### src/kal_pkg.sv
// ----------------------------------------------------------------------------
// kal_pkg
// Shared constants and controller/datapath interface types for the k-th
// ancestor block.
// ----------------------------------------------------------------------------
`default_nettype none

package kal_pkg;

  localparam int NODES    = 65536;
  localparam int LEVELS   = 16;
  localparam int ID_W     = 16;
  localparam int ADDR_W   = $clog2(NODES);
  localparam int LVL_W    = $clog2(LEVELS);
  localparam int JT_DEPTH = NODES * (2 ** LVL_W);

  typedef struct packed {
    logic clr_wr;
    logic ld_wr;
    logic query_latch;
    logic cnt_clear;
    logic cnt_inc;
    logic lvl_clear;
    logic lvl_inc;
    logic copy_issue;
    logic lift_issue;
    logic walk_issue;
    logic walk_take;
    logic result_load;
  } cmd_t;

  typedef struct packed {
    logic node_ok;
    logic is_query;
    logic cnt_last;
    logic lvl_last;
    logic pipe_empty;
    logic k_bit;
    logic miss;
    logic rd_zero;
    logic out_free;
  } sts_t;

endpackage

`default_nettype wire

### src/kal_ctrl.sv
// ----------------------------------------------------------------------------
// kal_ctrl
// Controller: store clearing after reset, load/query dispatch, table
// rebuild sequencing, query walk and result hand-off.
// ----------------------------------------------------------------------------
`default_nettype none

module kal_ctrl (
  input  wire logic          clk,
  input  wire logic          rst,
  input  wire logic          req_valid,
  output logic               req_stall,
  input  wire kal_pkg::sts_t sts,
  output kal_pkg::cmd_t      cmd
);
  import kal_pkg::*;

  typedef enum logic [7:0] {
    S_CLEAR  = 8'b0000_0001,
    S_IDLE   = 8'b0000_0010,
    S_COPY   = 8'b0000_0100,
    S_LIFT   = 8'b0000_1000,
    S_DRAIN  = 8'b0001_0000,
    S_WALK   = 8'b0010_0000,
    S_WAIT   = 8'b0100_0000,
    S_FINISH = 8'b1000_0000
  } state_t;

  state_t state;
  state_t state_next;
  logic   stale;
  logic   stale_next;

  always_ff @(posedge clk) begin
    if (rst) begin
      state <= S_CLEAR;
      stale <= 1'b1;
    end else begin
      state <= state_next;
      stale <= stale_next;
    end
  end

  assign req_stall = (state != S_IDLE);

  always_comb begin
    state_next = state;
    stale_next = stale;
    cmd        = '0;
    case (state)
      S_CLEAR: begin
        cmd.clr_wr  = 1'b1;
        cmd.cnt_inc = 1'b1;
        if (sts.cnt_last) begin
          cmd.cnt_clear = 1'b1;
          state_next    = S_IDLE;
        end
      end
      S_IDLE: begin
        if (req_valid) begin
          if (!sts.is_query) begin
            if (sts.node_ok) begin
              cmd.ld_wr  = 1'b1;
              stale_next = 1'b1;
            end
          end else begin
            cmd.query_latch = 1'b1;
            cmd.lvl_clear   = 1'b1;
            cmd.cnt_clear   = 1'b1;
            state_next      = stale ? S_COPY : S_WALK;
          end
        end
      end
      S_COPY: begin
        cmd.copy_issue = 1'b1;
        cmd.cnt_inc    = 1'b1;
        if (sts.cnt_last) begin
          cmd.cnt_clear = 1'b1;
          state_next    = S_DRAIN;
        end
      end
      S_LIFT: begin
        cmd.lift_issue = 1'b1;
        cmd.cnt_inc    = 1'b1;
        if (sts.cnt_last) begin
          cmd.cnt_clear = 1'b1;
          state_next    = S_DRAIN;
        end
      end
      S_DRAIN: begin
        if (sts.pipe_empty) begin
          if (sts.lvl_last) begin
            cmd.lvl_clear = 1'b1;
            stale_next    = 1'b0;
            state_next    = S_WALK;
          end else begin
            cmd.lvl_inc = 1'b1;
            state_next  = S_LIFT;
          end
        end
      end
      S_WALK: begin
        if (sts.miss) begin
          state_next = S_FINISH;
        end else if (sts.k_bit) begin
          cmd.walk_issue = 1'b1;
          state_next     = S_WAIT;
        end else if (sts.lvl_last) begin
          state_next = S_FINISH;
        end else begin
          cmd.lvl_inc = 1'b1;
        end
      end
      S_WAIT: begin
        cmd.walk_take = 1'b1;
        if (sts.rd_zero || sts.lvl_last) begin
          state_next = S_FINISH;
        end else begin
          cmd.lvl_inc = 1'b1;
          state_next  = S_WALK;
        end
      end
      S_FINISH: begin
        if (sts.out_free) begin
          cmd.result_load = 1'b1;
          state_next      = S_IDLE;
        end
      end
      default: begin
        state_next = S_IDLE;
      end
    endcase
  end

endmodule

`default_nettype wire
### config.mk
export PLATFORM = sky130hd
export DESIGN_NAME = kal_ctrl
export DESIGN_NICKNAME = d
export VERILOG_FILES = /design/src/kal_pkg.sv /design/src/kal_ctrl.sv
export SDC_FILE = /design/constraint.sdc
export NUM_CORES = 1
export LEC_CHECK = 0
export ABC_AREA = 1
export ABC_CLOCK_PERIOD_IN_PS = 3400
export BUFFER_PORTS_ARGS = -buffer_cell sky130_fd_sc_hd__clkbuf_2
export CORE_MARGIN = 1.5
export CORE_UTILIZATION = 53
export CTS_BUF_LIST = sky130_fd_sc_hd__clkbuf_4 sky130_fd_sc_hd__clkbuf_8 sky130_fd_sc_hd__clkbuf_16
export DETAILED_ROUTE_END_ITERATION = 8
export MAX_ROUTING_LAYER = met4
export PLACE_DENSITY = 0.83
export SYNTH_ARGS = -nofsm -noshare
export SYNTH_HDL_FRONTEND = slang
export SYNTH_SLANG_ARGS = --single-unit
### constraint.sdc
create_clock -name clk -period 3.4 [get_ports clk]
set_input_delay 0.34 -clock clk [delete_from_list [all_inputs] [get_ports clk]]
set_output_delay 0.34 -clock clk [all_outputs]
set_load 0.005 [all_outputs]
==> reports/results.tsv, run 1 <==
stage	metric	value	unit
detailed_routing	vias	890	
sta	fin_skew	0.00281	ns
detailed_routing	routed_wl	1.91	mm
finish	area_delta_synth_final	21.5	%
detailed_routing	antenna_left	0	
job	maxCapViolations	0	
cts	root_buffer	clkbuf_4	
die	fp.dieW	41.3	um
sta	relSlewSlack	84.6	%
cts	clk_pin_slew	0.08	ns
cts	clockBufferDepth	2	
cts	cts_tree	done	
synthesis	synthCells	133	
placement	finalWeightedCongestion	0.838	
finish	multi_input_area	487	um^2
worst_setup_path	cp_num_buf_inv	2	
placement	placedCellCount	172	
worst_setup_path	cpPeakStageDelay	0.33	ns
sta	finalMaxSlewViolations	0	
worst_setup_path	crit_required	3.06	ns
grt	grt_pass1_wl	3.07	mm
detailed_routing	wire_per_inst	10.9	um
sta	rsz0062_at_grt	no	
detailed_routing	drt_first_pass_iters	4	
grt	antenna_found_initial	0	
worst_setup_path	crit_type	reg -> out	
synthesis	yosys.cell_types.count	19	
die	rows	13	
sta	fin_crit_sh	56.4	%
synthesis	ys_ff_latch	9	
status	outcome	finished clean	
synthesis	synth_top_cell_area_share	23.2	%
cts	cts_setup_buffers	0	
power_and_ir_drop	power_leakage	0.000542	uW
synthesis	yosys_warnings	0	
detailed_routing	drt_iter0_markers	34	
sta	fin_crit	1.92	ns
grt	grt_max_degree	7	
sta	hold_viol_final	0	
grt	grt_pass1_vias	766	
synthesis	yosys-top-cells-area	dfxtp_1 (23%), nand2_1 (17%), inv_1 (12%)	
placement	port_buffers	24	
sta	fin_setup_tns	0	ns
detailed_routing	via_per_inst	5.06	
worst_setup_path	setup.worst_path.end_class	output port	
worst_setup_path	cp_max_fo	4	
synthesis	yosys_most_used_dff	dfxtp_1	
cts	numCtsBuffers	3	
detailed_routing	wl_met1	881	um
cts	postCtsResizedCells	0	
finish	fin_nets	174	
worst_setup_path	path_cells	nor2_1 -> nand2_1 -> nor2_4 -> nand2_1 -> nor2_1 -> inv_1 -> o21ai_0 -> clkbuf_2	
synthesis	synth_edf_count	0	
die	fp.coreArea	0.00133	mm^2
synthesis	syn_nets	145	
cts	worstSkewPairLatency	0.27	ns
grt	grt_overflow_total	0	
sta	finalSetupViolCount	0	
synthesis	syn_area	776	um^2
cts	cts_htree_levels	1	
synthesis	synth_commonest_cells	nand2_1 (35), inv_1 (25), nor2_1 (15)	
detailed_routing	dr_wl_met3	113	um
synthesis	synth_top_cell_by_area	dfxtp_1	
synthesis	async_flop_share	0	%
placement	dp_hpwl	1.62	mm
worst_setup_path	critPathLaunchType	flip-flop	
die	die_area	0.00170	mm^2
worst_setup_path	cpLargestDelayFamily	simple AND/OR/NAND/NOR gates	
finish	diodes	0	
finish	regArea	180	um^2
finish	n_fill_cell	132	
synthesis	ys_seq_area_share	23.2	%
hold_path	hold_class	in -> reg	
die	initial_core_util	58.2	%
worst_setup_path	arrival	1.58	ns
detailed_routing	met2_length	885	um
synthesis	synth.avg_cell_area	5.83	um^2
cts	hold_buffers	0	
detailed_routing	top_layer_used	met4	
cts	clock-sinks	9	
die	die_h	41.3	um
sta	fmax	522	MHz
detailed_routing	drc	0	
worst_setup_path	slowest_stage	dfxtp_1	
finish	stdcell_count	176	
grt	grt_usage	28.9	%
sta	worst_pin_slew	0.229	ns
finish	drive_above_1_share	30.4	%
die	boundaryPins	25	
synthesis	yosysMostFrequentCell	nand2_1	
power_and_ir_drop	peakVddDrop	0.358	mV
power_and_ir_drop	power_per_cell_area	691	mW/mm^2
area by class of cell:
class / instances / area share (%)
Clock buffer: 3 / 2.39
Clock inverter: 1 / 0.531
Inverter: 29 / 11.6
Multi-Input combinational cell: 95 / 51.7
Sequential cell: 9 / 19.1
Tap cell: 15 / 1.99
Timing Repair Buffer: 24 / 12.7
path summary, 6_finish.rpt:
path	start	to	slack, ns	cells after the start
worst max-delay path	state[6]$_SDFFE_PP0P_	cmd[6]	1.48	8
worst min-delay path	sts[2]	state[6]$_SDFFE_PP0P_	0.27	2
worst min register to register	stale$_SDFFE_PP1P_	stale$_SDFFE_PP1P_	0.51	2
worst max register to register	state[6]$_SDFFE_PP0P_	state[1]$_SDFFE_PP0P_	1.88	9
stage by stage:
step	setup WS [ns]	instance area (um^2)	hold WS (ns)	power [uW]	util [%]
final	1.48	942	0.272	651	70.6
after global routing	1.36	942	0.285	702	70.6
after CTS	1.49	942	0.272	650	70.6
after detailed placement	1.80	915	0.495	558	68.6
after global placement	1.83	915	0.518	550	68.6
after floorplan	1.99	776	0.409	461	-
sequential cells by signal (all words and copies together), names as in the netlist:
name and flops:
stale 1, state 8
layout by cell type (no fill, tap or decap):
| cell | n |
|---|---|
| nand2_1 | 35 |
| inv_1 | 25 |
| clkbuf_2 | 24 |
| nor2_1 | 15 |
| nand3_1 | 12 |
| dfxtp_1 | 9 |
| nor2_2 | 6 |
| inv_2 | 4 |
| nor3_1 | 4 |
| nand2_2 | 3 |
| nor2_4 | 3 |
| nand2_4 | 3 |
| o21ai_0 | 3 |
| a21oi_1 | 3 |
| clkbuf_4 | 3 |
| o211ai_1 | 2 |
| nor4_1 | 2 |
| nand3_2 | 1 |
| a21oi_4 | 1 |
| nand4_1 | 1 |
| o21ai_1 | 1 |
| clkinv_2 | 1 |
cells by family after synthesis:
logic type | after synthesis | share of synthesized area, %
AO/OA/AOI/OAI | 10 | 8.55
buffers and inverters | 29 | 14.0
flip-flops | 9 | 23.2
AND/OR/NAND/NOR | 85 | 54.2
report_power, final:
group          internal (uW)  switching (uW)  total, uW
registers                135            32.1        167
clock network           43.6            48.4       92.0
logic                    140             252        392
total                    319             332        651
worst reg2reg max path, delay by kind of cell, from the launching register on:
kind | cells | cell delay, ns
DFF | 1 | 0.37
buffers and inverters | 1 | 0.09
AOI/OAI and AO/OA | 1 | 0.23
and+or+nand+nor | 7 | 0.74
routing by layer:
layer  vias up  global-route usage, %
met1       384                   33.4
met3         7                   4.89
met2        32                   47.7
li1        467                      -
met4         0                   14.5
met5         -                      -
Power figures use the tool's default switching activity.
==> inputs of run 2 (changes only) <==
--- a/config.mk
+++ b/config.mk
@@ -6,14 +6,14 @@
 export NUM_CORES = 1
 export LEC_CHECK = 0
 export ABC_AREA = 1
-export ABC_CLOCK_PERIOD_IN_PS = 3400
+export ABC_CLOCK_PERIOD_IN_PS = 1900
 export BUFFER_PORTS_ARGS = -buffer_cell sky130_fd_sc_hd__clkbuf_2
 export CORE_MARGIN = 1.5
-export CORE_UTILIZATION = 53
+export CORE_UTILIZATION = 49
 export CTS_BUF_LIST = sky130_fd_sc_hd__clkbuf_4 sky130_fd_sc_hd__clkbuf_8 sky130_fd_sc_hd__clkbuf_16
 export DETAILED_ROUTE_END_ITERATION = 8
 export MAX_ROUTING_LAYER = met4
-export PLACE_DENSITY = 0.83
+export PLACE_DENSITY = 0.77
 export SYNTH_ARGS = -nofsm -noshare
 export SYNTH_HDL_FRONTEND = slang
 export SYNTH_SLANG_ARGS = --single-unit
==> constraint.sdc (replaced) <==
create_clock -name clk -period 1.9 [get_ports clk]
set_input_delay 0.19 -clock clk [delete_from_list [all_inputs] [get_ports clk]]
set_output_delay 0.19 -clock clk [all_outputs]
set_load 0.005 [all_outputs]
==> run 2 against run 1 <==
Compared with the run above: critical path depth unchanged; clock power rose by 72%; wire length fell by 4.7%; highest routed layer unchanged.
==> reports/results.tsv, run 2 (synthesized netlist as in run 1, its figures left out) <==
stage	metric	value	unit
status	outcome	finished clean	
worst_setup_path	slowest_stage	dfxtp_1	
die	rows	14	
detailed_routing	drc	0	
finish	area_delta_synth_final	22.3	%
grt	grt_usage	23.2	%
finish	drive_above_1_share	31.7	%
job	maxCapViolations	0	
sta	finalMaxSlewViolations	0	
detailed_routing	drt_iter0_markers	40	
grt	grt_max_degree	7	
sta	hold_viol_final	0	
finish	reg.largest.list	state (8), stale (1)	
cts	clk_pin_slew	0.08	ns
hold_path	whs_path_depth	2	
worst_setup_path	arrival	1.56	ns
sta	finalSetupViolCount	0	
worst_setup_path	critPathLaunchType	flip-flop	
detailed_routing	drt_first_pass_iters	4	
worst_setup_path	crit_required	1.71	ns
worst_setup_path	rrSetupSlack	0.46	ns
die	initial_core_util	52.1	%
cts	cts_tree	done	
worst_setup_path	path_cells	nor2_4 -> nand3_2 -> nor2_4 -> nand2_1 -> nor2_1 -> inv_1 -> o21ai_0 -> clkbuf_2	
cts	cts_htree_levels	1	
finish	mostFrequentLayoutCells	nand2_1 (34), inv_1 (25), clkbuf_2 (24)	
cts	numCtsBuffers	3	
finish	diodes	0	
worst_setup_path	cp_max_fo	4	
grt	antenna_found_initial	0	
worst_setup_path	crit_type	reg -> out	
sta	fin_setup_tns	0	ns
worst_setup_path	cpPeakStageDelay	0.36	ns
grt	met2_usage	39.1	%
hold_path	hold_class	in -> reg	
cts	worstSkewPairLatency	0.28	ns
finish	n_fill_cell	154	
die	boundaryPins	25	
detailed_routing	wire_per_inst	10.3	um
detailed_routing	via_per_inst	5.08	
finish	stdcell_count	177	
power_and_ir_drop	power_leakage	0.000542	uW
hold_path	hp-start	sts[2]	
detailed_routing	routed_wl	1.82	mm
sta	relSlewSlack	84.5	%
placement	dp_slack	0.404	ns
worst_setup_path	path_common_cell	nor2_4	
grt	grt_overflow_total	0	
finish	largest_reg_flops	8	
finish	regMostFlops	state	
sta	fmax	570	MHz
power_and_ir_drop	power_per_cell_area	1220	mW/mm^2
sta	fin_crit_sh	92.3	%
grt	use_met3	2.55	%
cts	clock-sinks	9	
worst_setup_path	rr_worst_depth	9	
placement	dp_hpwl	1.57	mm
worst_setup_path	setup.worst_path.start	state[2]$_SDFFE_PP0P_	
grt	top_usage_layer	met2	
finish	final_common_cell	nand2_1	
die	fp.dieW	42.8	um
placement	finalWeightedCongestion	0.920	
worst_setup_path	cpLargestDelayFamily	simple AND/OR/NAND/NOR gates	
detailed_routing	antenna_left	0	
die	die_area	0.00183	mm^2
sta	worst_slack	0.146	ns
placement	placedCellCount	173	
die	fp.coreArea	0.00149	mm^2
worst_setup_path	crit-reg2reg-launch	state[1]$_SDFFE_PP0P_	
sta	fin_crit	1.75	ns
grt	grtUsageMet1	27.8	%
sta	worst_pin_slew	0.231	ns
hold_path	hold_path_end	state[6]$_SDFFE_PP0P_	
grt	grt_pass1_vias	811	
grt	grt_pass1_wl	3.22	mm
worst_setup_path	setup.worst_path.end_class	output port	
placement	port_buffers	24	
power_and_ir_drop	peakVddDrop	0.540	mV
sta	fin_skew	0.0161	ns
detailed_routing	vias	899	
worst_setup_path	rr_endpoint	state[3]$_SDFFE_PP0P_	
cts	clockBufferDepth	2	
cts	root_buffer	clkbuf_4	
worst_setup_path	cp_num_buf_inv	2	
finish	fin_nets	174	
die	die_h	42.8	um
==> run 2: metal layers <==
layer  up-vias  wire, um
li1        469         -
met1       391       851
met2        34       829
met3         5       101
met4         0        40
met5         -         0
==> run 2: worst max-delay path by stage <==
stage | endpoint | slack [ns] | cells past startpoint
after global placement | cmd[6] | 0.44 | 8
after global routing | cmd[6] | -0.02 | 8
after floorplan | state[1]$_SDFFE_PP0P_ | 0.62 | 9
final | cmd[6] | 0.15 | 8
after CTS | cmd[6] | 0.11 | 8
after detailed placement | cmd[6] | 0.40 | 8
==> run 2: final cells by class <==
type	instances	area, um^2	share of cell area (%)
Inverter	29	109	11.5
Multi-Input combinational cell	95	492	51.8
Tap cell	16	20.0	2.11
Clock buffer	3	22.5	2.37
Timing Repair Buffer	24	120	12.7
Clock inverter	1	5.00	0.528
Sequential cell	9	180	19.0
==> run 2: timing repair <==
action,in CTS,in global routing
endpoints found under the hold margin,0,0
resized for setup,0,2
setup endpoints to repair,0,2
hold buffers,0,0
buffers inserted,0,0
==> run 2: stage by stage <==
step	utilization [%]	power, uW	hold WS (ns)	instance area (um^2)
after floorplan	-	826	0.259	776
after global placement	61.5	982	0.404	916
after detailed placement	61.5	994	0.411	916
after CTS	63.4	1150	0.117	943
after global routing	63.7	1260	0.134	948
final	63.7	1160	0.116	948
==> run 2: power by group <==
group          total, uW  switching [uW]  internal, uW
combinational        703             447           256
sequential           299            57.1           242
clock                158            79.7          77.9
